--- src/hw/rtl/cemf_ram.sv ---
`timescale 1ns / 1ps
// ---------------------------------------------------------------------------
// cemf_ram
// Generic single-write, single-read RAM with registered read data.
// ---------------------------------------------------------------------------
module cemf_ram #(
   parameter int WIDTH = 17,
   parameter int DEPTH = 256
) (
   input  logic                     clock,
   input  logic                     wr_en,
   input  logic [$clog2(DEPTH)-1:0] wr_addr,
   input  logic [WIDTH-1:0]         wr_data,
   input  logic [$clog2(DEPTH)-1:0] rd_addr,
   output logic [WIDTH-1:0]         rd_data
);

   logic [WIDTH-1:0] mem_ff [DEPTH];
   logic [WIDTH-1:0] rd_data_ff;

   always_ff @(posedge clock) begin
      if (wr_en) begin
         mem_ff[wr_addr] <= wr_data;
      end
      rd_data_ff <= mem_ff[rd_addr];
   end

   assign rd_data = rd_data_ff;

endmodule

--- config.mk ---
export PLATFORM = sky130hd
export DESIGN_NAME = cemf_ram
export DESIGN_NICKNAME = d
export VERILOG_FILES = /design/src/hw/rtl/cemf_ram.sv
export SDC_FILE = /design/constraint.sdc
export NUM_CORES = 2
export LEC_CHECK = 0
export BUFFER_PORTS_ARGS = -buffer_cell sky130_fd_sc_hd__buf_2
export CAP_MARGIN = 20
export CORE_MARGIN = 3
export CORE_UTILIZATION = 35
export CTS_CLUSTER_DIAMETER = 100
export CTS_CLUSTER_SIZE = 24
export DETAILED_ROUTE_END_ITERATION = 8
export GPL_TIMING_DRIVEN = 1
export PLACE_DENSITY = 0.46
export REMOVE_ABC_BUFFERS = 1
export SETUP_SLACK_MARGIN = 0.02
export SLEW_MARGIN = 20
export SYNTH_ARGS = -nofsm -noshare
export SYNTH_HDL_FRONTEND = slang
export SYNTH_MEMORY_MAX_BITS = 65536
export SYNTH_SLANG_ARGS = --single-unit
--- constraint.sdc ---
create_clock -name clock -period 5.5 [get_ports clock]
set_clock_uncertainty 0.1 [all_clocks]
set_input_delay 0.55 -clock clock [delete_from_list [all_inputs] [get_ports clock]]
set_output_delay 0.55 -clock clock [all_outputs]
set_load 0.01 [all_outputs]
Word level (Yosys, flattened, before mapping)
Memories as Yosys holds them, arrays and structs flattened. A register that Yosys moved wholly into a read port is not among the register bits.
Cells that the tools add are included.
{ "word_totals": {"n_memories": 1, "in_bits": 35, "out_inout_bits": 17, "mem_bits_rw": 4352, "reg_bits": 0, "wordCells": 3} }
{ "op_classes": {"muxes": 2} }
{ "mem_list": {"columns": ["name", "depth", "width", "rd", "rd_ports_with_merged_regs", "wr", "line_no", "source"], "rows": [
  ["mem_ff", 256, 17, 1, 1, 1, "18", "logic [WIDTH-1:0] mem_ff [DEPTH];"]
]} }
{ "ops": {"columns": ["operator", "n"], "rows": [
  ["two-way mux 1 bit", 2]
]} }

Longest topological paths before layout
{ "logic_depth": {"depth_word": 2, "mapped_depth": 13, "depth_no_buf": 7} }

Worst setup path after synthesis
No wires, ideal clock.
{ "synth_path": {"kind": "input port to flip-flop", "from": "input wr_addr[3]", "to": "memory mem_ff[235][0] (enable)", "t_required_ps": 5009, "cell_stages": 6, "arrival_ps": 2368, "n_path_buf": 3, "setup_slack_ps": 2642, "cell_sequence": "clkbuf_1 nor2b_1 clkbuf_1 nand4_1 clkbuf_1 nor2_1"} }
{ "synth_rtl": {"columns": ["item", "line_no", "source"], "rows": [
  ["start: declaration", "12", "input logic [$clog2(DEPTH)-1:0] wr_addr,"],
  ["end: declaration", "18", null]
]} }
Straight into the memory's write port.

==> metrics.txt <==
WHS roughly 0.037 ns; DR iter-0 viols about 9.5k; startpoint type of the worst setup path input port; sequential area share after synthesis 0.772; global-route wire length before repair ~700000 um; number of port buffers a little over 50; Die Wd ~700 um; worst ir drop on vdd between 0.2 and 0.3 mV; final hold vios 0; syn avg cell area 21.8 sq um; area grow syn2layout 9.47%; Post-Syn Instances around 8k; fin util 0.385; flops & latches, synth between 4k and 5k; H-tree depth 4; minimum clock period ~3.8 ns; routability cong. 0.903; vias in the first global route roughly 82k; CP required about 6.3 ns; Top FF cell, synth edfxtp_1; largest net degree at the start of global routing roughly 160; Syn Std Cell Area 0.170 sq mm; row count 255; final net count approximately 8k; Leakage 56.5 nW; via count 81.7k; drt first pass iters 5; Root Buffer clkbuf_16; I/O pins 52; WS Path Type in2reg; CP Data Arrival Time approximately 4.6 ns; Routed WL ~510000 um; Vias/cell roughly 5.6; post-DP HPWL roughly 300000 um; Crit. End Element flop; Synth top area share 0.770; Post-CTS Setup Repair Bufs 0; drt drc 0; Pwr Density 313 mW/mm^2; share of cells above drive strength 1 0.231; final setup fails 0; pre-CTS setup slack about 0.74 ns; setup TNS 0 ns; die area 0.493 sq mm; fin cells 14.6k; placed cells 14.3k; mux cell area share after synthesis 0.158; cts repair resizes 0; Post-synth EDFFs roughly 4.4k; Final ANT Viol Nets 0; xor and xnor area share after synthesis 0; max-cap viol count 0; gr usage total 0.204; wire per inst 34.8 um; crit share post-route 0.688; RSZ-0062 raised after global routing no; status complete, no violations; clk sinks ~4.4k; clock transition at the registers of the reported paths around 0.1 ns; gr ovfl total 0; Worst-Margin Slew 1.23 ns; Max-slew headroom 0.177; Synth Area in Adders 0; initial antenna violation count between 40 and 50; Initial Util 0.352; Pins Over Slew Limit 0; cts hold-fix bufs 10; Synth Area in Compound Gates 0.0271; Max Fclk 264 MHz; PnR worst setup slack 1.72 ns; Cell variety after synth between 70 and 80; Worst Hold Class in2reg; Simple-Gate Fraction of Synth Area 0.0219; largest cells by area after synthesis edfxtp_1 (77%), mux4_2 (12%), mux2i_1 (3.0%); clock tree from TritonCTS done; warnings from Yosys 0; later-pin clock latency in the skew report around 1 ns; ys async rst share 0; largest family of logic cells by synthesized area multiplexers; total CTS buffers around 210; core area between 0.4 and 0.5 sq mm; die height ~700 um; area leader, netlist edfxtp_1; maximum buffer depth of the clock tree 4; Max Fanout on Critical Path 23
-- layout make-up --
class | count | area (sq um)
repair buffers | 515 | 4690
clock inverters | 16 | 285
fillers | 43200 | 297000
multi-input cells | 2957 | 35900
well taps | 6425 | 8040
clock buffers | 281 | 5660
flip-flops and latches | 4369 | 131000
diodes | 35 | 87.6
inverters | 5 | 32.5
-- placed cells by master (no fill, tap or decap), drive strengths merged, types with 11 or more instances in the layout --
cell	count
a22oi	33
a21oi	108
nor2	333
nor2b	14
nand3	65
mux2i	509
edfxtp	4352
nand4	21
a211oi	17
a22o	13
o22ai	186
o311ai	15
a31oi	14
o311a	14
nand2	216
nor4	16
o22a	11
o21ai	46
o221ai	136
dlygate4sd3	11
buf	504
nor3	109
mux2	20
clkbuf	281
or3	14
mux4	943
dfxtp	17
diode	35
-- critical path: stages --
cell and delay, ns:
buf_8 0.31, clkinv_2 0.73, nand3_1 0.76, a21oi_1 0.25
nor4_1 0.75, nand4_1 0.32, nor2_1 0.62, and4_1 0.30
-- registers in the layout (all words and copies together), names as in the netlist --
signal,cells
mem_ff,4352
rd_data,17
-- per-stage QoR --
stage          instance area [sq um]  power [mW]
2_1_floorplan                 166000        38.8
3_3_place_gp                  179000        41.1
3_5_place_dp                  180000        41.2
4_1_cts                       186000        58.8
5_1_grt                       186000        60.1
6_report                      186000        58.2
-- routing by layer --
layer / up-vias / part of all wire / GRT usage
met5: - / 0.000079 / 0
met1: 45300 / 0.43 / 0.286
li1: 33200 / - / -
met3: 543 / 0.062 / 0.0301
met4: 6 / 0.033 / 0.0620
met2: 2641 / 0.48 / 0.329
-- worst paths after layout --
| check | from | endpoint | slack, ns | cells after the start |
|---|---|---|---|---|
| worst max-delay path | rd_addr[2] | rd_data[7] | 1.72 | 8 |
| worst min-delay path | wr_data[14] | mem_ff[24][14] | 0.04 | 1 |
| worst max register to register | mem_ff[56][9] | rd_data[9] | 2.02 | 6 |
| worst min register to register | mem_ff[225][9] | rd_data[9] | 1.03 | 6 |
-- synthesized netlist by cell type (44+ instances only) --
cell      instances
edfxtp_1       4352
mux4_2          897
mux2i_1         509
nor2_1          333
nand2_1         216
o22ai_1         186
clkbuf_1        150
o221ai_1        134
nor3_1          109
a21oi_1         108
buf_2            95
nand3_1          65
buf_6            57
mux4_1           46
buf_12           44
-- report_power, final --
group	internal [mW]	total, mW	switching [mW]
sequential	36.7	36.8	0.100
clock	7.37	17.8	10.5
combinational	1.17	3.62	2.45
total	45.2	58.2	13.0
-- logic make-up after synthesis --
group | count (synthesis)
flip-flops | 4369
AO/OA/AOI/OAI | 649
AND/OR/NAND/NOR | 836
buffers and inverters | 471
multiplexers | 1472
Power figures use the tool's default switching activity.
