===== config.mk =====
export PLATFORM = sky130hd
export DESIGN_NAME = cemf_clear
export DESIGN_NICKNAME = d
export VERILOG_FILES = /design/src/hw/rtl/cemf_clear.sv
export SDC_FILE = /design/constraint.sdc
export NUM_CORES = 1
export LEC_CHECK = 0
export ABC_AREA = 1
export BUFFER_PORTS_ARGS = -buffer_cell sky130_fd_sc_hd__clkbuf_2
export CAP_MARGIN = 10
export CORE_AREA = 2 2 39 41
export CTS_BUF_LIST = sky130_fd_sc_hd__clkbuf_16
export DETAILED_ROUTE_END_ITERATION = 16
export DIE_AREA = 0 0 41 43
export PLACE_DENSITY_LB_ADDON = 0.25
export SYNTH_ARGS = -nofsm -noshare
export SYNTH_HDL_FRONTEND = slang
export SYNTH_SLANG_ARGS = --single-unit
export TNS_END_PERCENT = 1

===== constraint.sdc =====
create_clock -name clock -period 1.2 [get_ports clock]
set_input_delay 0.24 -clock clock [delete_from_list [all_inputs] [get_ports clock]]
set_output_delay 0.24 -clock clock [all_outputs]
set_load 0.01 [all_outputs]

===== src/hw/rtl/cemf_clear.sv =====
`timescale 1ns / 1ps
// ---------------------------------------------------------------------------
// cemf_clear
// Post-reset sweep that zeroes every mailbox entry, one per cycle.
// ---------------------------------------------------------------------------
module cemf_clear #(
   parameter int DEPTH = 256,
   parameter int ADDR_W = 8
) (
   input  logic              clock,
   input  logic              reset,
   output logic              active,
   output logic [ADDR_W-1:0] addr
);

   logic              active_ff;
   logic [ADDR_W-1:0] addr_ff;

   always_ff @(posedge clock) begin
      if (reset) begin
         active_ff <= 1'b1;
         addr_ff   <= '0;
      end else if (active_ff) begin
         addr_ff <= addr_ff + ADDR_W'(1);
         // stop after the last entry
         if (addr_ff == ADDR_W'(DEPTH - 1)) begin
            active_ff <= 1'b0;
         end
      end
   end

   assign active = active_ff;
   assign addr   = addr_ff;

endmodule


[After elaboration in Yosys (flattened, before gate mapping)]
Index checks and enable logic that the tools add are counted.
Cells by class
  add/sub/neg operators: 1
  equal/unequal tests: 1
  mux-type cells: 2
Operator list (count)
  8-bit by 1-bit adder with 8-bit output, second input constant: 1
  8-bit equality test, second input constant: 1
  1-bit 2-to-1 mux: 2
Word-level totals
  bits in registers: 9
  output and inout port bits: 9
  word-level logic and storage cells: 6

[Logic depth before layout (Yosys ltp)]
Gate-level depths: netlist (run 1).
  word-level depth: 3
  depth in mapped cells: 6
  gate-level depth less buffers: 6

[Least setup slack after synthesis (run 1)]
No wires, ideal clock.
  kind: register -> register
  from: reg addr_ff[0] (netlist: addr[0])
  to: reg addr_ff[4] (netlist: addr[4])
  setup time: 0.113 ns
  arrival: 0.992 ns
  required time: 1.087 ns
  path slack: 0.095 ns
  cell stages (with the launch flop): 7
  period minus slack after synthesis: 1.105 ns
  path through: dfxtp_1 ha_1 nand3_2 nor2_2 nand2_1 nand2_1 nor2_1
Between the ends
  longest elaborated chain between the ends: 1
RTL lines
  from (decl): line 17  | logic [ADDR_W-1:0] addr_ff;
  from (signal assigned): line 24  | addr_ff <= addr_ff + ADDR_W'(1);
  8-bit by 1-bit adder with 8-bit output: line 24
No other way between the ends.
A chain may end at the register's enable or synchronous reset.

[Worst setup path after layout (run 1)]
  from: reg active_ff (netlist: active)
  to: out active
RTL lines
  from (decl): line 16  | logic active_ff;
  from (signal assigned): line 21  | active_ff <= 1'b1;
  from (signal assigned): line 27  | active_ff <= 1'b0;
  to (decl): line 12  | output logic active,
No word-level cell between the ends.

==> qor.csv, run 1 <==
stage;metric;value;unit
finish;syn_to_final_growth;41.05;%
die;die_x;41;um
yosys;synthTopCellsByArea;dfxtp_1 (44%), nand2_1 (11%), inv_1 (7.4%);
yosys;ys_seq_area_frac;0.4444;
yosys;yosysTopAreaCellShare;0.4444;
global_route;grt_start_max_net_pins;9;
timing;tns;0;ns
yosys;yosysMostFrequentCell;nand2_1;
placed_design;preCtsSetupSlack;0.1328;ns
placed_design;place_congestion;0.6791;
routing;drc;0;
global_route;grt_pass1_wl;1276;um
hold_path;hp-class;in2reg;
global_route;grt_pass1_vias;318;
power;p_int;765.0;uW
routing;ant_nets;0;
clocking;clock_sinks;9;
timing;fmax;927.5;MHz
routing;via_per_inst;4.483;
timing;period_minus_slack;1.078;ns
die;initial_utilization;0.2929;
setup_path;required;0.96;ns
setup_path;cpMaxStageDelayCell;dfxtp_1;
timing;rsz0062_at_grt;false;
setup_path;slowest_delay;0.43;ns
finish;antenna_cells;0;
clocking;holdBufCountCts;0;
routing;num_vias;390;
setup_path;endpoint_kind;primary output;
die;rows;14;
setup_path;r2r_start;addr[1];
setup_path;crit_buf_inv;1;
yosys;synth_commonest_cells;nand2_1 (12), dfxtp_1 (9), inv_1 (8);
yosys;syn-num-nets;58;
finish;drive_above_1_share;0.3099;
placed_design;dp_hpwl;589.4;um
yosys;ys_warn_count;0;
power;p_leak;0.0002612;uW
power;p_seq_frac;0.335;
finish;finalNetCount;75;
timing;fin_worst_skew;0.0008182;ns
timing;slew_violations;0;
setup_path;r2r_cells;6;
timing;tightest_slew;0.2203;ns
timing;timing.final.ws_setup;0.1218;ns
clocking;clk_pin_slew;0.04;ns
power;p_per_area;1658;nW/um^2
routing;firstDrtPassIters;4;
routing;wl_per_cell;9.161;um
routing;routed_wl;797;um
clocking;cts_buffers;3;
global_route;antenna_found_initial;0;
yosys;synthDistinctLibCells;14;
routing;initialDrtViolationCount;5;
timing;setup_viol;0;
clocking;cts_tree;yes;
die;dieHeight;43;um
yosys;synth_top_cell_by_area;dfxtp_1;
finish;post-route-util;0.4132;
yosys;syn_inst;55;
setup_path;critPathArrivalTime;0.84;ns
setup_path;path_max_fanout;6;
clocking;cts-htree-levels;1;
placed_design;numPortBuffers;10;
yosys;synth_edf_count;0;
timing;relSlewSlack;0.8530;
finish;regArea;180.2;sq um
die;core;1384;sq um
yosys;ys.flop_type;dfxtp_1;
hold_path;holdPathStages;2;
power;p_comb_frac;0.049;
finish;nFillCells;155;
die;io-pin-count;11;
die;die_area;1763;sq um
setup_path;cp.depth;1;
yosys;yosys_register_bits;9;
yosys;synthArstFlopShare;0;
setup_path;start_kind;register;
setup_path;worstSetupPathType;reg2out;
clocking;clkLatencyLatePin;0.23;ns
power;clkPwrFrac;0.616;
power;ir_worst_vdd;0.7637;mV
global_route;grt.total_usage;0.1177;
flow_run;max-cap-violations;0;
global_route;overflow;0;
setup_path;path_cells;clkbuf_2;
power;swShare;0.1931;
clocking;clockBufferDepth;2;
power;p_sw;183.0;uW
setup_path;critical_path.startpoint;active;
hold_path;hp-start;reset;
yosys;synth_area;405.4;sq um
timing;finalCritPeriodShare;0.8985;
status;status;completed;
setup_path;path_delay_family;flip-flops;
finish;multi_input_area;197.7;sq um
yosys;syn_area_per_cell;7.371;sq um
timing;finalHoldViolCount;0;
clocking;cts_root_buffer;clkbuf_16;
## kinds of logic after synthesis
group	share of synthesized area
DFF	0.4444
AOI/OAI and AO/OA	0.1327
adders and majority gates	0.03086
buffers and inverters	0.07408
and+or+nand+nor	0.3179
## flip-flops by register name, indices dropped and copies added (netlist names)
| register | flops |
|---|---|
| active | 1 |
| addr | 8 |
## placed cells by master (no fill, tap or decap)
cell	synthesis	layout
nor2_2	2	2
clkbuf_2	0	10
nand3_1	3	3
nand2_2	1	1
dfxtp_1	9	9
nor2_1	5	5
nand2_1	12	12
o21ai_0	4	4
nor2_4	1	1
inv_1	8	9
nand3_2	1	1
clkbuf_16	0	3
buf_4	0	2
nor3_1	2	2
a21oi_2	1	1
a21oi_1	5	5
ha_2	0	1
## repair_timing
action	in CTS	in global routing
hold endpoints to repair	0	0
buffers inserted	0	0
setup endpoints to repair	0	1
resized for setup	0	1
## power by group through the flow
stage / Clock, uW / Sequential (uW) / Combinational, uW
6_report: 584 / 317 / 46.8
5_1_grt: 609 / 319 / 52.7
4_1_cts: 596 / 317 / 47.1
3_5_place_dp: 0 / 322 / 46.8
3_3_place_gp: 0 / 321 / 46.5
2_1_floorplan: 0 / 326 / 23.6
## final timing paths
kind / to / slack, ns
min: addr[2] / 0.18
max: active / 0.12
min reg2reg: addr[6] / 0.47
max reg2reg: addr[4] / 0.13
## stage by stage
stage                     power, uW  instances  hold WS [ns]  instance area, sq um
final                         948.0         87        0.1833                 571.8
after global placement        367.5         83        0.4265                 490.5
after CTS                     960.2         87        0.1837                 569.3
after global routing          980.5         87        0.1976                 571.8
after floorplan               349.8         55        0.3186                 405.4
after detailed placement      368.7         83        0.4301                 490.5
## area by class of cell
class                   instances  area share
multi-input cells              38      0.3457
flip-flops and latches          9      0.3151
clock buffers                   3      0.1313
repair buffers                 12      0.1138
inverters                       8     0.05252
well taps                      16     0.03501
clock inverters                 1    0.006565
## per-layer routing
metal / wire [um] / vias up / global-route usage
li1: - / 209 / -
met1: 396 / 161 / 0.1424
met2: 311 / 15 / 0.1344
met3: 51 / 5 / 0.06283
met4: 37 / 0 / 0.1200
met5: 0 / - / 0
No activity file was read; power rests on OpenSTA's default activity.
==> run 2, diff against run 1 <==
==> constraint.sdc (replaced) <==
create_clock -name clock -period 1.3 [get_ports clock]
set_input_delay 0.195 -clock clock [delete_from_list [all_inputs] [get_ports clock]]
set_output_delay 0.195 -clock clock [all_outputs]
set_load 0.01 [all_outputs]
==> run 2 against run 1 <==
  * Total power fell by 7.9%
  * Die area did not move
  * Clock power fell by 7.2%
  * Final cell count fell by 1.1%
  * Flip-flop and latch count did not move
  * Combinational power fell by 19%
  * First-iteration DRC count rose by 20%
  * Sequential share of layout area rose by 0.56 points
  * Sequential power fell by 7.6%
  * Via count fell by 2.1%
==> qor.csv, run 2 (synthesized netlist as in run 1, its figures left out) <==
stage;metric;value;unit
timing;period_minus_slack;1.164;ns
timing;tightest_slew;0.2413;ns
routing;drc;0;
global_route;grt_pass1_vias;328;
die;die_x;41;um
setup_path;path_max_fanout;7;
global_route;grt_start_max_net_pins;9;
setup_path;r2r_cells;6;
routing;ant_nets;0;
global_route;grt.total_usage;0.1177;
flow_run;max-cap-violations;0;
finish;final_common_cell;nand2_1;
hold_path;min_to;addr[2];
finish;design_area;561.8;sq um
routing;firstDrtPassIters;2;
routing;via_per_inst;4.442;
finish;multi_input_area;195.2;sq um
global_route;overflow;0;
clocking;cts-htree-levels;1;
setup_path;slowest_delay;0.44;ns
clocking;clockBufferDepth;2;
setup_path;path_cells;buf_4 -> clkbuf_2;
placed_design;place_congestion;0.6655;
timing;fmax;858.8;MHz
setup_path;critPathArrivalTime;0.97;ns
routing;routed_wl;778;um
timing;setup_viol;0;
finish;syn_to_final_growth;38.58;%
timing;tns;0;ns
finish;largest_reg_flops;8;
clocking;cts-resized-gates;0;
placed_design;dp_hpwl;580.6;um
setup_path;start_kind;register;
finish;drive_above_1_share;0.2857;
hold_path;hp-start;reset;
setup_path;required;1.11;ns
power;ir_worst_vdd;0.7263;mV
power;p_leak;0.0002584;uW
power;p_per_area;1554;nW/um^2
clocking;holdBufCountCts;0;
finish;regArea;180.2;sq um
setup_path;cpMaxStageDelayCell;dfxtp_1;
placed_design;placed_area;483.0;sq um
clocking;cts_buffers;3;
global_route;grt_pass1_wl;1311;um
routing;num_vias;382;
status;status;completed;
timing;rsz0062_at_grt;false;
finish;antenna_cells;0;
setup_path;r2r_start;addr[0];
finish;finalNetCount;74;
hold_path;holdPathStages;2;
setup_path;crit_buf_inv;2;
setup_path;rrSetupSlack;0.19;ns
global_route;antenna_found_initial;0;
die;die_area;1763;sq um
die;initial_utilization;0.2929;
setup_path;worstSetupPathType;reg2out;
placed_design;numPortBuffers;10;
setup_path;reg2reg_to;addr[4];
timing;finalCritPeriodShare;0.8957;
setup_path;endpoint_kind;primary output;
setup_path;path_delay_family;flip-flops;
die;dieHeight;43;um
clocking;postCtsSetupBuffers;0;
routing;wl_per_cell;9.047;um
timing;relSlewSlack;0.8389;
finish;mostFrequentLayoutCells;nand2_1 (12), clkbuf_2 (10), inv_1 (9), dfxtp_1 (9);
clocking;clkLatencyLatePin;0.24;ns
clocking;cts_root_buffer;clkbuf_16;
finish;nFillCells;149;
timing;fin_worst_skew;0.0008085;ns
die;io-pin-count;11;
die;rows;14;
die;core;1384;sq um
clocking;clock_sinks;9;
routing;initialDrtViolationCount;6;
timing;slew_violations;0;
timing;finalHoldViolCount;0;
clocking;cts_tree;yes;
hold_path;hp-class;in2reg;
clocking;clk_pin_slew;0.04;ns
==> run 2: cell types whose count changed in the layout (fill, tap and decap cells not counted), sizes merged <==
cell,delta
buf,-1
==> run 2: power by group <==
part           internal (uW)  switching (uW)  total, uW
clock                    402             140        542
sequential               285            8.24        293
combinational           15.6            22.2       37.7
total                    703             170        873
==> run 2: worst register-to-register path: stages, from the launching register on <==
cell	delay, ns
dfxtp_1	0.39
ha_1	0.23
nand3_2	0.10
nor2_2	0.14
nand2_1	0.06
nand2_1	0.06
nor2_1	0.04
==> run 2: per-stage QoR <==
stage	total power [uW]	instances	hold WS, ns	utilization	setup slack, ns
floorplan	322.9	55	0.2736	-	0.1948
global placement	336.5	82	0.3861	0.3490	0.2163
detailed placement	336.3	82	0.3833	0.3490	0.1802
CTS	887.6	86	0.1408	0.4060	0.1321
global route	911.6	86	0.1471	0.4060	0.07023
finish	873.1	86	0.1402	0.4060	0.1357
==> run 2: area by class of cell <==
| type | instances | area share |
|---|---|---|
| inverter | 8 | 0.05345 |
| clock inverter | 1 | 0.006682 |
| clock buffer | 3 | 0.1336 |
| sequential | 9 | 0.3207 |
| tap | 16 | 0.03563 |
| timing repair buffer | 11 | 0.1024 |
| multi-input combinational | 38 | 0.3474 |
==> run 2: worst max path at each step <==
stage            start  endpoint  slack (ns)  depth (start not counted)
6_report        active    active        0.14                          2
5_1_grt        addr[0]   addr[4]        0.07                          6
4_1_cts         active    active        0.13                          2
3_5_place_dp   addr[0]   addr[4]        0.18                          6
3_3_place_gp   addr[0]   addr[4]        0.22                          6
2_1_floorplan  addr[0]   addr[4]        0.19                          6
==> run 2: per-layer routing <==
layer,global-route usage,up-vias,share of wire
met2,0.1344,11,0.40
met4,0.1000,0,0.042
li1,-,204,-
met5,0,-,0
met3,0.04712,5,0.055
met1,0.1618,162,0.50
