## config.mk

```make
export PLATFORM = sky130hd
export DESIGN_NAME = cemf_exec
export DESIGN_NICKNAME = d
export VERILOG_FILES = /design/src/hw/rtl/cemf_pkg.sv /design/src/hw/rtl/cemf_exec.sv
export SDC_FILE = /design/constraint.sdc
export NUM_CORES = 1
export LEC_CHECK = 0
export BUFFER_PORTS_ARGS = -buffer_cell sky130_fd_sc_hd__buf_2
export CORE_ASPECT_RATIO = 0.7
export CORE_MARGIN = 2
export CORE_UTILIZATION = 49
export CTS_CLUSTER_DIAMETER = 150
export DETAILED_ROUTE_END_ITERATION = 10
export HOLD_SLACK_MARGIN = 0.03
export PLACE_DENSITY_LB_ADDON = 0.12
export SETUP_SLACK_MARGIN = 0.2
export SLEW_MARGIN = 10
export SYNTH_ARGS = -nofsm -noshare
export SYNTH_HDL_FRONTEND = slang
export SYNTH_SLANG_ARGS = --single-unit
```

## constraint.sdc

```tcl
create_clock -name clock -period 3.1 [get_ports clock]
set_input_delay 0.465 -clock clock [delete_from_list [all_inputs] [get_ports clock]]
set_output_delay 0.465 -clock clock [all_outputs]
set_load 0.01 [all_outputs]
```

## src/hw/rtl/cemf_pkg.sv

```systemverilog
`timescale 1ns / 1ps
// ---------------------------------------------------------------------------
// cemf_pkg
// Types and constants of the CAN emergency frame mailbox.
// ---------------------------------------------------------------------------
package cemf_pkg;

   localparam int NODE_BITS = 7;
   localparam int NODE_SLOTS = 128;
   // the bus port is one bit wide, so at most two buses can be addressed
   localparam int BUS_PORT_VALUES = 2;

   localparam logic [10:0] EMCY_BASE = 11'd128;
   localparam logic [10:0] EMCY_MAX_OFFSET = 11'd127;
   localparam logic [10:0] EMCY_LAST = EMCY_BASE + EMCY_MAX_OFFSET;
   localparam logic [3:0] MIN_LENGTH = 4'd3;

   typedef enum logic [1:0] {
      KIND_FRAME = 2'd0,
      KIND_TAKE  = 2'd1,
      KIND_PEEK  = 2'd2
   } kind_type;

   typedef struct packed {
      logic [1:0]  kind;
      logic        bus;
      logic [10:0] can_id;
      logic [3:0]  frame_length;
      logic [7:0]  code_low_byte;
      logic [7:0]  code_high_byte;
      logic [6:0]  node;
   } req_type;

   typedef struct packed {
      logic        pending;
      logic [15:0] code;
   } entry_type;

   typedef struct packed {
      logic        valid;
      logic        ok;
      logic [15:0] code;
      logic [31:0] event_count;
   } rsp_type;

endpackage

```

## src/hw/rtl/cemf_exec.sv

```systemverilog
`timescale 1ns / 1ps
// ---------------------------------------------------------------------------
// cemf_exec
// Execute stage: decode the item, update entry and bus counter, register result.
// ---------------------------------------------------------------------------
module cemf_exec #(
   parameter int BUS_COUNT = 2,
   parameter int ADDR_W = 8
) (
   input  logic                clock,
   input  logic                reset,
   input  logic                stage_valid,
   input  cemf_pkg::req_type   stage_req,
   input  cemf_pkg::entry_type entry,
   output logic                wr_en,
   output logic [ADDR_W-1:0]   wr_addr,
   output cemf_pkg::entry_type wr_entry,
   output cemf_pkg::rsp_type   rsp
);
   import cemf_pkg::*;

   logic [31:0]          count_ff [BUS_PORT_VALUES];
   logic [31:0]          count_in [BUS_PORT_VALUES];
   rsp_type              rsp_ff;
   rsp_type              rsp_in;
   logic                 bus_ok;
   logic                 frame_ok;
   logic [NODE_BITS-1:0] slot_node;

   always_comb begin
      bus_ok   = ({31'd0, stage_req.bus} < 32'(BUS_COUNT));
      frame_ok = (stage_req.can_id > EMCY_BASE) && (stage_req.can_id <= EMCY_LAST) &&
                 (stage_req.frame_length >= MIN_LENGTH);
      // a frame addresses node (id - base), which is the low id bits in range
      slot_node = (stage_req.kind == KIND_FRAME) ? stage_req.can_id[NODE_BITS-1:0]
                                                 : stage_req.node;
      wr_addr = ADDR_W'({stage_req.bus, slot_node});

      count_in        = count_ff;
      wr_en           = 1'b0;
      wr_entry        = entry;
      rsp_in.valid    = stage_valid;
      rsp_in.ok       = 1'b0;
      rsp_in.code     = 16'd0;

      if (stage_valid && bus_ok) begin
         unique case (kind_type'(stage_req.kind))
            KIND_FRAME: begin
               if (frame_ok) begin
                  wr_en                    = 1'b1;
                  wr_entry.pending         = 1'b1;
                  wr_entry.code            = {stage_req.code_high_byte,
                                              stage_req.code_low_byte};
                  count_in[stage_req.bus]  = count_ff[stage_req.bus] + 32'd1;
                  rsp_in.ok                = 1'b1;
               end
            end
            KIND_TAKE: begin
               if (entry.pending) begin
                  wr_en            = 1'b1;
                  wr_entry.pending = 1'b0;
                  rsp_in.ok        = 1'b1;
                  rsp_in.code      = entry.code;
               end
            end
            KIND_PEEK: begin
               rsp_in.ok   = 1'b1;
               rsp_in.code = entry.code;
            end
            default: begin
            end
         endcase
      end

      rsp_in.event_count = bus_ok ? count_in[stage_req.bus] : 32'd0;
   end

   always_ff @(posedge clock) begin
      if (reset) begin
         count_ff[0]  <= 32'd0;
         count_ff[1]  <= 32'd0;
         rsp_ff.valid <= 1'b0;
      end else begin
         count_ff <= count_in;
         rsp_ff   <= rsp_in;
      end
   end

   assign rsp = rsp_ff;

endmodule

```

Word level (Yosys, flattened, before mapping)
Index checks and enable logic that the tools add are counted.

Output and inout bits: 76. Logic and storage cells: 43. Register bits: 114. Input bits: 61.

Muxes and demuxes: 24. Add/subtract/negate cells: 1. Reductions and logical operators: 4. Bitwise operators: 1. Equality and inequality tests: 2. Order comparisons: 5.

Operator list (count): 32-bit 2-to-1 mux (7); 64-bit 2-to-1 mux (3); 64-bit bitwise mux (1); 17-bit 2-to-1 mux (3); 32-bit by 1-bit adder with 32-bit output (second input constant) (1); 32-bit demux with 1-bit select (1); 16-bit case mux with 2 select lines (1); 16-bit 2-to-1 mux (1); 11-bit by 8-bit greater-than comparator with 1-bit output (second input constant) (1); 11-bit by 8-bit less-or-equal comparator with 1-bit output (second input constant) (1); 7-bit 2-to-1 mux (1); 4-bit by 2-bit greater-or-equal comparator with 1-bit output (second input constant) (1); 1-bit case mux with 2 select lines (2); 1-bit logical AND (3); 1-bit 2-to-1 mux (3); 1-bit case mux with 3 select lines (1); 2-bit by 1-bit equality test with 1-bit output (second input constant) (1); 2-bit equality test (second input constant) (1); 2-bit greater-or-equal comparator (second input constant) (1); 2-bit zero test (1); 2-bit by 1-bit < comparator with 1-bit output (second input constant) (1); 1-bit inverter with 2-bit output (1).

Depth between registers and ports, before layout
Gate-level depths: netlist of the first run.

Word-level depth: 12. Depth in mapped cells: 15. Mapped depth without buffers: 8.

Least setup slack after synthesis of the first run
OpenSTA, ideal clock, no wires.

Kind: input port to flip-flop. From: input stage_req[38] (netlist name). To: register count_ff[46] (netlist name). Path buffers: 6. Library setup time: 0.071 ns. Cell stages on the path: 14. Data arrival time: 3.163 ns. Setup slack: -0.134 ns. Required time: 3.029 ns. Path through: buf_6 > buf_4 > buf_4 > buf_4 > buf_2 > buf_1 > mux2_2 > ha_1 > nand4b_1 > nand2_1 > nand3_1 > or2_2 > or3_1 > a21oi_1.

Longest elaborated chain between the ends: 9. Elaborated cells on any way between the ends: 14. Those cells by class: 1 x add/sub; 2 x order compare; 9 x mux; 1 x bitwise; 1 x reduce/logical.

Ends and longest elaborated chain: from (decl) (line cemf_exec.sv:13) `input cemf_pkg::req_type stage_req,`; 1-bit inverter with 2-bit output (not written as such) * (line cemf_exec.sv:54) `count_in[stage_req.bus] = count_ff[stage_req.bus] + 32'd1;`; 32-bit 2-to-1 mux (not written as such), or another cell as far along (line cemf_exec.sv:54); 32-bit 2-to-1 mux (not written as such) / 1-bit logical AND (equally long branches) (line cemf_exec.sv:54); 32-bit 2-to-1 mux (not written as such) (line cemf_exec.sv:54); 32-bit by 1-bit adder with 32-bit output / 32-bit demux with 1-bit select (equally long branches) (line cemf_exec.sv:54); 64-bit bitwise mux * (line cemf_exec.sv:54); 64-bit 2-to-1 mux * (line cemf_exec.sv:49) `if (frame_ok) begin`; 64-bit 2-to-1 mux * (line cemf_exec.sv:47) `unique case (kind_type'(stage_req.kind))`; 64-bit 2-to-1 mux * (line cemf_exec.sv:46) `if (stage_valid && bus_ok) begin`; to (signal assigned) (line cemf_exec.sv:84) `count_ff <= count_in;`; to (decl) (line cemf_exec.sv:22) `logic [31:0] count_ff [BUS_PORT_VALUES];`.

Every way passes the cells marked *; elsewhere a longest branch is shown, timed or not. The select of a mux whose other input is x is not followed. A chain may end at the register's enable or synchronous reset.

==> results of run 1 <==
## critical path: cells and delay by family
kind / cells / cell delay [ps]
adder cells (fa/ha/maj): 1 / 170
buffers and inverters: 5 / 770
AND/OR/NAND/NOR: 5 / 770
## cells by family after synthesis
kind of cell,synth area share (%)
AO/OA/AOI/OAI,5.15
XOR/XNOR,12.3
adder cells (fa/ha/maj),1.04
buffers and inverters,3.23
flip-flops,46.2
multiplexers,6.28
AND/OR/NAND/NOR,25.8
## cell usage in the layout, fill, tap and decap left out, drive strengths merged, types with 2 or more instances in the layout
master / synthesis / routed
a21oi: 19 / 19
a222oi: 2 / 2
a22oi: 7 / 7
a32o: 2 / 2
a32oi: 2 / 2
and2: 21 / 21
and3: 2 / 2
buf: 16 / 160
bufinv: 0 / 2
clkbuf: 23 / 22
clkinv: 0 / 6
clkinvlp: 0 / 2
dfxtp: 65 / 65
edfxtp: 49 / 49
ha: 5 / 5
inv: 4 / 4
mux2: 13 / 13
mux2i: 23 / 23
nand2: 81 / 81
nand2b: 2 / 2
nand3: 30 / 30
nand3b: 14 / 14
nand4: 11 / 11
nand4b: 4 / 4
nor2: 68 / 68
nor2b: 6 / 6
nor3: 29 / 29
nor4: 15 / 15
nor4b: 3 / 3
o21ai: 13 / 13
or2: 2 / 2
or3: 11 / 11
xnor2: 57 / 57
xor2: 27 / 27
## repair_timing
action,in CTS,in global routing
setup endpoints to repair,0,9
resized for setup,0,1
setup buffers,0,0
endpoints found under the hold margin,0,0
## through the flow
step / power (mW) / setup slack [ps] / util, % / cell area [µm²]
after global placement: 1.89 / 265 / 58.8 / 6940
after CTS: 3.78 / 302 / 63.7 / 7520
after floorplan: 1.77 / 227 / - / 6050
final: 3.76 / 439 / 63.7 / 7530
after detailed placement: 1.90 / 164 / 58.8 / 6940
after global routing: 3.87 / 270 / 63.7 / 7530
## registers in the layout, summed over array words and instances, names as in the netlist
name and flops:
rsp 50, count_ff 64
## power by group through the flow
stage,combinational [mW],sequential (mW),clock [mW]
after floorplan,0.106,1.66,0
after global placement,0.247,1.64,0
after detailed placement,0.252,1.64,0
after CTS,0.253,1.61,1.91
after global routing,0.274,1.62,1.98
final,0.251,1.61,1.89
## worst min path at each step
stage | startpoint | to | slack [ps]
after floorplan | count_ff[33]$_SDFF_PP0_ | count_ff[33]$_SDFF_PP0_ | 450
after global placement | count_ff[33]$_SDFF_PP0_ | count_ff[33]$_SDFF_PP0_ | 470
after detailed placement | count_ff[1]$_SDFF_PP0_ | count_ff[1]$_SDFF_PP0_ | 480
after CTS | entry[14] | rsp[46]$_SDFFCE_PN0N_ | 330
after global routing | entry[5] | rsp[37]$_SDFFCE_PN0N_ | 350
final | entry[13] | rsp[45]$_SDFFCE_PN0N_ | 340
## routing by layer
layer,part of all wire (%),vias to the layer above
met3,6.0,14
met1,47,2469
met5,0,-
li1,-,2500
met4,0.87,0
met2,46,164
## final cells by class
cell class | count | area (µm²) | area share, %
Multi-Input combinational cell | 478 | 3070 | 40.8
Tap cell | 157 | 196 | 2.61
Inverter | 4 | 15.0 | 0.199
Sequential cell | 114 | 2770 | 36.8
Timing Repair Buffer | 160 | 886 | 11.8
Clock buffer | 22 | 474 | 6.30
Clock inverter | 10 | 109 | 1.45
==> results.py, run 1 <==
metrics = {
    "worst_setup_path": {
        "required_ps": 2630,
        "cp_max_fo": 13,
        "ff2ff_path_depth": 6,
        "r2r-start": "count_ff[18]$_SDFF_PP0_",
        "r2r_end": "count_ff[31]$_SDFF_PP0_",
        "crit_path_end_kind": "output pin",
        "worstSetupPathType": "input port to output pin",
        "cpPeakStageDelay_ps": 260,
        "cp-startpoint": "stage_req[39]",
        "worstPathCellList": "buf_2 -> inv_1 -> ha_1 -> nand4bb_1 -> nor3b_1 -> buf_4 -> nand2_2 -> buf_4 -> nand2_1 -> nand2_1 -> buf_2",
        "slowest_stage": "buf_4",
        "arrival_ps": 2200,
        "start_kind": "input port",
        "r2r_slack_ps": 660,
        "critPathCapture": "wr_entry[1]",
    },
    "grt": {
        "grt_use_met1_pct": 31.5,
        "grt_busiest_layer": "met2",
        "grt_pass1_wl_mm": 24.2,
        "track_usage_pct": 23.8,
        "grt-ovfl-total": 0,
        "grt_util_met2_pct": 39.0,
        "grt_pass1_vias": 4953,
        "grt_max_degree": 66,
        "antenna_found_initial": 0,
        "use_met3_pct": 5.74,
    },
    "floorplan": {
        "num_rows": 33,
        "start_util_pct": 50.8,
        "fp.dieH_um": 96.6,
        "die_w_um": 136,
        "io-pin-count": 137,
        "die-area_um2": 13200,
        "core-area_um2": 11800,
    },
    "timing": {
        "rsz0062_at_grt": "no",
        "hold_viol": 0,
        "worstMarginPinSlew_ps": 843,
        "relSlewSlack_pct": 43.6,
        "final.period_utilization_pct": 85.8,
        "fmax_mhz": 376,
        "skew_ps": 8.44,
        "min_period_ps": 2660,
        "tns_ps": 0,
        "whs_ps": 342,
        "drv_slew": 0,
        "setup_viol": 0,
    },
    "detailed_routing": {
        "wirelength_mm": 15.0,
        "via_per_inst": 5.45,
        "first_iter_violations": 345,
        "dr_total_vias": 5147,
        "remaining_drc_errors": 0,
        "ant_nets": 0,
        "wl_per_cell_um": 15.9,
        "first_pass_iters": 5,
    },
    "synth": {
        "synth-seq-cells": 114,
        "yosysWarnings": 0,
        "ys_top_cells_by_count": "81 x nand2_1, 68 x nor2_1, 65 x dfxtp_1, 57 x xnor2_1, 49 x edfxtp_1",
        "yosys.area.top_type_share_pct": 24.5,
        "synth_most_common_cell": "nand2_1",
        "synth_cells": 635,
        "synth_ff_type": "dfxtp_1",
        "syn_avg_cell_area_um2": 9.45,
        "ys_types": 48,
        "synth-seq-area-share_pct": 46.2,
        "synthArstFlopShare_pct": 0,
        "syn_nets": 701,
        "synth.top_cells.by_area": "edfxtp_1 25%, dfxtp_1 22%, xnor2_1 8.3%",
        "yosysTopAreaCell": "edfxtp_1",
        "synth_area_um2": 6000,
        "synth_edf_count": 49,
    },
    "cts": {
        "cts_made_buffers": 17,
        "cts_htree_levels": 4,
        "clk_pin_slew_ps": 60,
        "cts_hold_buf": 0,
        "cts_root_buf": "clkbuf_16",
        "clkLatencyLatePin_ps": 410,
        "cts_tree": "done",
        "clk_path_buf_depth": 2,
        "cts_num_sinks": 114,
    },
    "run_status": {
        "outcome": "complete, no violations",
    },
    "place": {
        "hpwl_mm": 10.7,
        "io_buffers": 136,
        "place_congestion": 0.870,
        "place_inst": 913,
    },
    "min_path": {
        "hold_path_depth": 2,
        "hold_path.class": "input port to flop",
    },
    "cells_and_area": {
        "drive_gt1_share_pct": 27.7,
        "area_growth_pct": 25.4,
        "fin_nets": 841,
        "fillers": 1003,
        "antennaDiodeCount": 0,
        "final_cells": 945,
    },
    "power": {
        "power.switching_mw": 0.808,
        "p_per_area_nw_per_um2": 499,
        "peakVddDrop_v": 0.000414,
        "p_clk_share_pct": 50.4,
        "seq_power_share_pct": 43.0,
        "combinationalPowerShare_pct": 6.7,
        "switching_share_pct": 21.5,
        "leakage_nw": 2.88,
        "p_int_mw": 2.95,
    },
    "flow_run": {
        "drv_cap": 0,
    },
}
Note: power is estimated with default switching activity, not from simulation.
==> run 2, diff against run 1 <==
BUFFER_PORTS_ARGS = not set   (was -buffer_cell sky130_fd_sc_hd__buf_2)
CORE_UTILIZATION = 55   (was 49)
DONT_BUFFER_PORTS = 1   (was not set)
==> results.py, run 2 (synthesis gave the netlist of run 1 again) <==
metrics = {
    "run_status": {
        "outcome": "complete, no violations",
    },
    "timing": {
        "whs_ps": 130,
        "drv_slew": 0,
        "setup_slack_ps": 623,
        "setup_viol": 0,
        "skew_ps": 11.6,
        "final.period_utilization_pct": 79.9,
        "rsz0062_at_grt": "no",
        "fmax_mhz": 404,
        "min_period_ps": 2480,
        "worstMarginPinSlew_ps": 1040,
        "hold_viol": 0,
        "relSlewSlack_pct": 30.6,
        "tns_ps": 0,
    },
    "min_path": {
        "hold_path.class": "input port to flop",
        "hp-start": "reset",
    },
    "cells_and_area": {
        "final_cell_mix": "80 x nand2_1, 68 x nor2_1, 65 x dfxtp_1, 57 x xnor2_1, 49 x edfxtp_1",
        "fin_area_um2": 6710,
        "final_common_cell": "nand2_1",
        "fin_nets": 694,
        "area_growth_pct": 11.9,
        "antennaDiodeCount": 0,
        "final_core_util_pct": 64.1,
        "final_cells": 772,
        "fillers": 858,
        "drive_gt1_share_pct": 10.3,
        "largest_reg_flops": 64,
        "top_register": "count_ff",
    },
    "cts": {
        "clkLatencyLatePin_ps": 410,
        "cts_htree_levels": 4,
        "cts_root_buf": "clkbuf_16",
        "clk_path_buf_depth": 2,
        "post_cts_buffers": 0,
        "cts-resized-gates": 0,
        "cts_made_buffers": 17,
        "cts_tree": "done",
        "cts_hold_buf": 0,
        "cts_num_sinks": 114,
        "clk_pin_slew_ps": 50,
    },
    "worst_setup_path": {
        "r2r-start": "count_ff[9]$_SDFF_PP0_",
        "cp-startpoint": "count_ff[9]$_SDFF_PP0_",
        "start_kind": "flop",
        "required_ps": 3220,
        "worstPathCellList": "nand3_1 -> a22oi_1 -> nand4_1 -> nor4b_1 -> xnor2_1 -> mux2i_1",
        "r2r_slack_ps": 620,
        "r2r_end": "rsp[19]$_DFFE_PN_",
        "slowest_stage": "nor4b_1",
        "ff2ff_path_depth": 6,
        "cp_max_fo": 7,
        "crit_path_end_kind": "flop",
        "arrival_ps": 2600,
        "cpPeakStageDelay_ps": 560,
        "critPathCapture": "rsp[19]$_DFFE_PN_",
        "worstSetupPathType": "flop to flop",
    },
    "detailed_routing": {
        "wirelength_mm": 14.1,
        "wl_met2_mm": 6.46,
        "wl_per_cell_um": 18.2,
        "dr_total_vias": 4609,
        "remaining_drc_errors": 0,
        "wl_met1_mm": 6.51,
        "ant_nets": 0,
        "first_pass_iters": 7,
        "via_per_inst": 5.97,
        "first_iter_violations": 423,
        "maxUsedRoutingLayer": "met4",
        "dr_wl_met3_um": 932,
    },
    "floorplan": {
        "core-area_um2": 10500,
        "fp.dieH_um": 91.4,
        "io-pin-count": 137,
        "start_util_pct": 57.3,
        "die-area_um2": 11800,
        "die_w_um": 129,
        "num_rows": 31,
    },
    "place": {
        "post_dp_cell_area_um2": 6120,
        "place_inst": 741,
        "place_congestion": 0.869,
        "hpwl_mm": 9.21,
        "pre_cts_ws_ps": 470,
        "io_buffers": 0,
    },
    "power": {
        "leakage_nw": 2.28,
        "finalPower_mw": 3.70,
        "peakVddDrop_v": 0.000390,
        "p_per_area_nw_per_um2": 551,
    },
    "grt": {
        "antenna_found_initial": 0,
        "grt-ovfl-total": 0,
        "grt_max_degree": 92,
        "grt_pass1_vias": 4636,
        "grt_pass1_wl_mm": 23.1,
        "track_usage_pct": 25.4,
    },
    "flow_run": {
        "drv_cap": 0,
    },
}
-- run 2: changes by cell type in the layout (fill, tap and decap cells not counted), sizes merged --
| cell | before | now |
|---|---|---|
| clkbuf | 22 | 25 |
| clkinvlp | 2 | 0 |
| clkinv | 6 | 3 |
| bufinv | 2 | 3 |
| buf | 160 | 13 |
-- run 2: critical path: cells and delay by family, from the launching register on --
kind             cells  cell delay (ps)
AO/OA/AOI/OAI        1              380
multiplexers         1              140
flip-flops           1              400
XOR/XNOR             1              180
AND/OR/NAND/NOR      3             1090
-- run 2: area by class of cell --
cell class                      instances  area (µm²)  share of cell area (%)
Clock inverter                          6         105                    1.57
Timing Repair Buffer                   13        97.6                    1.45
Inverter                                4        15.0                   0.224
Multi-Input combinational cell        478        3070                    45.8
Sequential cell                       114        2770                    41.3
Tap cell                              132         165                    2.46
Clock buffer                           25         485                    7.23
-- run 2: worst min-delay path by stage --
stage	slack (ps)	cells after the start	to
final	130	1	count_ff[5]$_SDFF_PP0_
after global routing	110	1	count_ff[5]$_SDFF_PP0_
after CTS	120	1	count_ff[0]$_SDFF_PP0_
after detailed placement	470	2	count_ff[1]$_SDFF_PP0_
after global placement	460	2	count_ff[1]$_SDFF_PP0_
after floorplan	450	2	count_ff[33]$_SDFF_PP0_
-- run 2: power breakdown --
group	total (mW)	switching (mW)	leakage, nW	internal (mW)
combinational	0.0871	0.0521	1.00	0.0350
clock	1.97	0.652	0.291	1.32
sequential	1.64	0.0329	0.991	1.61
-- run 2: per-layer routing --
layer | GRT usage [%] | vias to the layer above
li1 | - | 2205
met1 | 34.4 | 2207
met2 | 38.4 | 180
met3 | 8.13 | 17
met4 | 8.33 | 0
met5 | 0 | -
